==> src/sv/rtpr_pkg.sv <==
// ----------------------------------------------------------------------------
// rtpr_pkg
// Shared widths, fixed-point constants and the arctangent table for the
// radial twist point rotation block.
// ----------------------------------------------------------------------------
package rtpr_pkg;

	// default coordinate width (signed Q16.16 at 32 bits)
	localparam int COORD_WIDTH_DEF = 32;

	// twist register, signed Q3.28 radians
	localparam int ANGLE_W = 31;

	// square root: radicand and root widths
	localparam int RAD_W  = 64;
	localparam int ROOT_W = 32;

	// CORDIC: angle word (Q.28) and sine/cosine words (Q.30)
	localparam int CORDIC_STEPS = 28;
	localparam int ANG_W        = 32;
	localparam int CS_W         = 34;

	// coordinates at or beyond this magnitude (Q16.16) take the far branch
	localparam int NEAR_LIMIT = 8388608;

	localparam longint PI_Q28      = 64'sd843314857;
	localparam longint HALF_PI_Q28 = 64'sd421657428;
	localparam longint TWO_PI_Q28  = 64'sd1686629713;
	localparam longint GAIN_Q30    = 64'sd652032874;

	// floor(2^32 / 7) and round(2^24 / 2pi) for the constant divisions
	localparam longint RECIP_7      = 64'd613566756;
	localparam longint RECIP_TWO_PI = 64'sd2670177;

	// arctan(2^-i) in Q.28
	function automatic logic [27:0] atan_q28(input int unsigned i);
		logic [27:0] v;
		unique case (i)
			0:  v = 28'd210828714;
			1:  v = 28'd124459457;
			2:  v = 28'd65760959;
			3:  v = 28'd33381289;
			4:  v = 28'd16755421;
			5:  v = 28'd8385879;
			6:  v = 28'd4193963;
			7:  v = 28'd2097109;
			8:  v = 28'd1048571;
			9:  v = 28'd524287;
			10: v = 28'd262144;
			11: v = 28'd131072;
			12: v = 28'd65536;
			13: v = 28'd32768;
			14: v = 28'd16384;
			15: v = 28'd8192;
			16: v = 28'd4096;
			17: v = 28'd2048;
			18: v = 28'd1024;
			19: v = 28'd512;
			20: v = 28'd256;
			21: v = 28'd128;
			22: v = 28'd64;
			23: v = 28'd32;
			24: v = 28'd16;
			25: v = 28'd8;
			26: v = 28'd4;
			27: v = 28'd2;
			default: v = 28'd0;
		endcase
		return v;
	endfunction

endpackage

==> src/sv/rtpr_sqrt.sv <==
// ----------------------------------------------------------------------------
// rtpr_sqrt
// Pipelined integer square root: one root bit per stage, floor result.
// ----------------------------------------------------------------------------
module rtpr_sqrt import rtpr_pkg::*; #(
	parameter int SIDE_W = 1
) (
	input  logic              clk,
	input  logic              arst_n,
	input  logic              en,
	input  logic              in_valid,
	input  logic [RAD_W-1:0]  radicand,
	input  logic [SIDE_W-1:0] side_in,
	output logic              out_valid,
	output logic [ROOT_W-1:0] root,
	output logic [SIDE_W-1:0] side_out
);

	logic              vld_s  [0:ROOT_W];
	logic [RAD_W-1:0]  rem_s  [0:ROOT_W];
	logic [ROOT_W-1:0] root_s [0:ROOT_W];
	logic [SIDE_W-1:0] side_s [0:ROOT_W];

	assign vld_s[0]  = in_valid;
	assign rem_s[0]  = radicand;
	assign root_s[0] = '0;
	assign side_s[0] = side_in;

	// decide one root bit per stage, most significant first
	for (genvar j = 0; j < ROOT_W; j++) begin : g_bit
		localparam int K = ROOT_W - 1 - j;
		logic [RAD_W-1:0] trial;

		assign trial = (RAD_W'(root_s[j]) << (K + 1)) + (RAD_W'(1) << (2 * K));

		always_ff @(posedge clk or negedge arst_n) begin
			if (!arst_n) begin
				vld_s[j+1] <= 1'b0;
			end else if (en) begin
				vld_s[j+1] <= vld_s[j];
			end
		end

		always_ff @(posedge clk) begin
			if (en) begin
				if (rem_s[j] >= trial) begin
					rem_s[j+1]  <= rem_s[j] - trial;
					root_s[j+1] <= root_s[j] | (ROOT_W'(1) << K);
				end else begin
					rem_s[j+1]  <= rem_s[j];
					root_s[j+1] <= root_s[j];
				end
				side_s[j+1] <= side_s[j];
			end
		end
	end

	assign out_valid = vld_s[ROOT_W];
	assign root      = root_s[ROOT_W];
	assign side_out  = side_s[ROOT_W];

endmodule

==> config.mk <==
export PLATFORM = sky130hd
export DESIGN_NAME = rtpr_sqrt
export DESIGN_NICKNAME = d
export VERILOG_FILES = /design/src/sv/rtpr_pkg.sv /design/src/sv/rtpr_sqrt.sv
export SDC_FILE = /design/constraint.sdc
export NUM_CORES = 2
export LEC_CHECK = 0
export BUFFER_PORTS_ARGS = -buffer_cell sky130_fd_sc_hd__buf_2
export CAP_MARGIN = 15
export CORE_ASPECT_RATIO = 0.9
export CORE_UTILIZATION = 43
export CTS_BUF_LIST = sky130_fd_sc_hd__clkbuf_2 sky130_fd_sc_hd__clkbuf_4 sky130_fd_sc_hd__clkbuf_8
export DETAILED_ROUTE_END_ITERATION = 10
export PLACE_DENSITY = 0.56
export SLEW_MARGIN = 10
export SYNTH_ARGS = -nofsm -noshare
export SYNTH_HDL_FRONTEND = slang
export SYNTH_SLANG_ARGS = --single-unit
export TNS_END_PERCENT = 20
==> constraint.sdc <==
create_clock -name clk -period 3.4 [get_ports clk]
set_input_delay 0.68 -clock clk [delete_from_list [all_inputs] [get_ports clk]]
set_output_delay 0.68 -clock clk [all_outputs]
set_load 0.02 [all_outputs]
==> impl_results.md <==
- Top Family by Delay on Critical Path: simple AND/OR/NAND/NOR gates
- FF-to-FF End: rem_s[87]
- Ports: around 100
- Final Power: a little over 0.09 W
- Worst-path cell chain: or4_4 > or3_4 > or4_4 > or4_4 > nor4_4 > nand4b_1 > nor3_4 > buf_6 > buf_12 > inv_4 > mux2_4
- Largest stage delay on the critical path: 0.55 ns
- Highest clock rate: 269 MHz
- Area after DPL: 134,000 um^2
- Hold Path Class: input pin to register
- Yosys reg bits: between 2,000 and 3,000
- Core Region: 280,000 um^2
- Routed Antenna Nets: 0
- Cells after Synth: 9,522
- Reg area: 77,200 um^2
- Util after Layout: a little over half
- Port buffer count: between 100 and 150
- EDFF count, synth: 2,544
- Skew final: 0.103 ns
- Pre-antenna DRT Iters: 6
- CP max stage cell: or4_4
- Tmin final: 3.72 ns
- DRT iter0 DRCs: 5,955
- FF-to-FF Start: rem_s[172]
- Layout cells sized above 1: approximately a fifth
- Total CTS buffers: 427
- Post-synthesis net count: 10,100
- YS warnings: 0
- Top_reg_cell synth: edfxtp_1
- Vias in the first global route: 79,900
- Chip Width: 563 um
- Crit path launch type: register
- Failing checks: setup timing
- Part of the Yosys area used for sequential elements: 63.4%
- Slew Limit Fails: 0
- Fillers: roughly 24,000
- CP bufs+invs: 3
- Commonest non-fill, non-tap cells in the layout: 2,544 x edfxtp_1, 969 x buf_4, 676 x inv_1
- Via count: 80,300
- WP data arrival: 4.45 ns
- Final WS setup: -0.319 ns
- TNS Setup: -16.10 ns
- Die area: 285,000 um^2
- Final hold violation count: 0
- Worst path depth: 11
- HPWL after detailed placement: 221 mm
- # setup viols final: 102
- Setup crit end kind: register
- Synth async-reset ratio: around 1.2%
- GPL Wtd Cong: 0.887
- Maximum vdd ir drop: 0.336 mV
- Final nets: 11,600
- Setup Crit Path Kind: register to register
- Initial Utilization: 43.4%
- Number of remaining DRC errors: 0
- Worst EP required: 4.13 ns
- WHS Path Cells: 2
- RSZ-0062 raised after global routing: true
- Antenna violations before repair: 16
- Post-DR wirelength/cell: 19.8 um
- Hold Crit Start: en
- Total overflow reported by the global router: 0
- LEAKAGE: 56.7 nW
- Placed Cells: 14,100
- CTS Buffer Depth: 4
- Fin area: between 100,000 and 150,000 um^2
- CTS root buf: clkbuf_8
- FF-to-FF setup slack: -0.32 ns
- Syn avg cell area: 12.8 um^2
- Crit-path most repeated cell: or4_4
- Vias per inst: 5.34
- Clock Latency Late Sink: 1.03 ns
- Max Cap Viol: 0
- Final period util: 109%
- Final wirelength: 298 mm
- Layout area overhead: 20.3%
- Max-slew headroom: 25.1%
- Post-Layout Cell Count: 15,000
- Sink Count: 2,576
- Synthesized area: 122,000 um^2
- FF-to-FF path depth: 11
- Status: finished, violations left
- Pwr dens: approximately 640 nW/um^2
- CTS tree: yes
- Worst-Margin Slew: between 1 and 1.5 ns
- Largest net degree at the start of global routing: 125
- Synth cell types: 84
- Die Span Y: 507 um
- H-tree depth: 5
- Crit path max fanout: 8
- Worst Hold End: rem_s[1649]
- Core Rows: between 150 and 200
- Leading cell type in the layout, fill and taps excluded: edfxtp_1
- Reg clk slew, reported paths: 0.06 ns
- First-pass GRT wire length: 459 mm
- Global-route usage over all layers: between 20 and 25%
- Area of the multi-input gates: between 40,000 and 50,000 um^2
## Yosys cell counts, types with 12 or more instances
library cell  instances  area [um^2]
xor2_1              413         3620
or2_2                39          244
and3_1               49          307
nor3_1              264         1320
dfrtp_1              32          801
a21boi_0             34          255
nor3b_1              22          165
nand2_1             568         2130
nand3b_1             19          143
nand3_1             153          766
a21oi_1             576         2880
nor2_1              601         2260
edfxtp_1           2544        76400
and2_1               29          181
o41ai_1              16          140
o21bai_1             47          353
clkbuf_1            150          563
a2111oi_0            18          158
o2111ai_1            12          105
o21ai_0             425         2130
and4_1               24          210
a211oi_1             51          383
nand4b_1             16          140
o211ai_1             40          300
ha_1                558         6980
nor4b_1              51          447
nand4_1             148          926
nand2b_1            122          763
nor2b_1              80          500
xnor2_1             466         4080
a211o_1              16          140
or3_1               109          682
o31ai_1              35          263
a21o_1              251         1880
o21a_1              106          796
buf_1                22         82.6
a31oi_1              56          350
inv_1               681         2560
or4_1                54          405
mux2_2              120         1350
nor4_1              332         2080
## flip-flops by register name, summed over array words and instances, names as in the netlist
register / cells
out_valid: 1
vld_s: 31
root: 32
root_s: 496
rem_s: 1984
side_s: 31
side_out: 1
## cell families (layout without fill, tap and decap cells)
logic type | count (synthesis) | count (layout) | share of synthesized area (%)
other cells | 0 | 5 | 0
compound gates | 1787 | 1787 | 9.08
flops | 2576 | 2576 | 63.4
fa+ha+maj | 558 | 558 | 5.73
xor+xnor | 879 | 879 | 6.32
simple gates | 2716 | 2716 | 11.5
buf+inv | 872 | 2657 | 2.72
mux | 134 | 134 | 1.23
## cell type report
cell class                      instances  share of cell area, %
Clock inverter                        231                   1.22
Sequential cell                      2576                   52.7
Tap cell                             3720                   3.18
Multi-Input combinational cell       6074                   30.0
Inverter                              685                   1.76
Antenna cell                            5                0.00854
Timing Repair Buffer                 1204                   6.55
Clock buffer                          537                   4.59
## timing repair
item / 4_1_cts / 5_1_grt
hold buffers: 67 / 0
cloned: 5 / 1
setup endpoints to repair: 539 / 566
buffers inserted: 28 / 39
resized for setup: 259 / 327
endpoints found under the hold margin: 98 / 0
pin swaps: 76 / 115
## worst reg2reg max path: cells and delay by family, from the launching register on
family                 cells  cell delay (ns)
and+or+nand+nor            7             2.42
DFF                        1             0.39
buffers and inverters      3             0.38
muxes                      1             0.28
## power breakdown
part | switching, W | internal [W] | total [W]
Clock | 0.0127 | 0.0149 | 0.0277
Sequential | 0.00322 | 0.0403 | 0.0436
Combinational | 0.0118 | 0.0102 | 0.0221
## per-layer routing
layer	routed length, um	global-route usage [%]	part of all wire (%)	vias to the layer above
met1	139000	29.0	47	39500
met2	140000	33.3	47	1712
li1	-	-	-	38600
met4	6520	4.93	2.2	2
met5	13	0	0.0044	-
met3	13300	2.68	4.5	448
## per-stage QoR
stage               setup slack [ns]  hold slack [ns]
floorplan                     -0.274            0.384
global placement              -0.462            0.401
detailed placement            -0.513            0.405
CTS                           -0.282           0.0561
global route                  -0.426           0.0777
finish                        -0.319            0.180
## how the worst max path moves through the flow
stage                      from         end  slack [ns]
floorplan            rem_s[170]  rem_s[114]       -0.27
global placement    root_s[383]  rem_s[697]       -0.46
detailed placement  root_s[383]  rem_s[697]       -0.51
CTS                  rem_s[170]   rem_s[87]       -0.28
global route         rem_s[172]  rem_s[115]       -0.43
finish               rem_s[172]   rem_s[87]       -0.32
(Power assumes the default switching activity.)
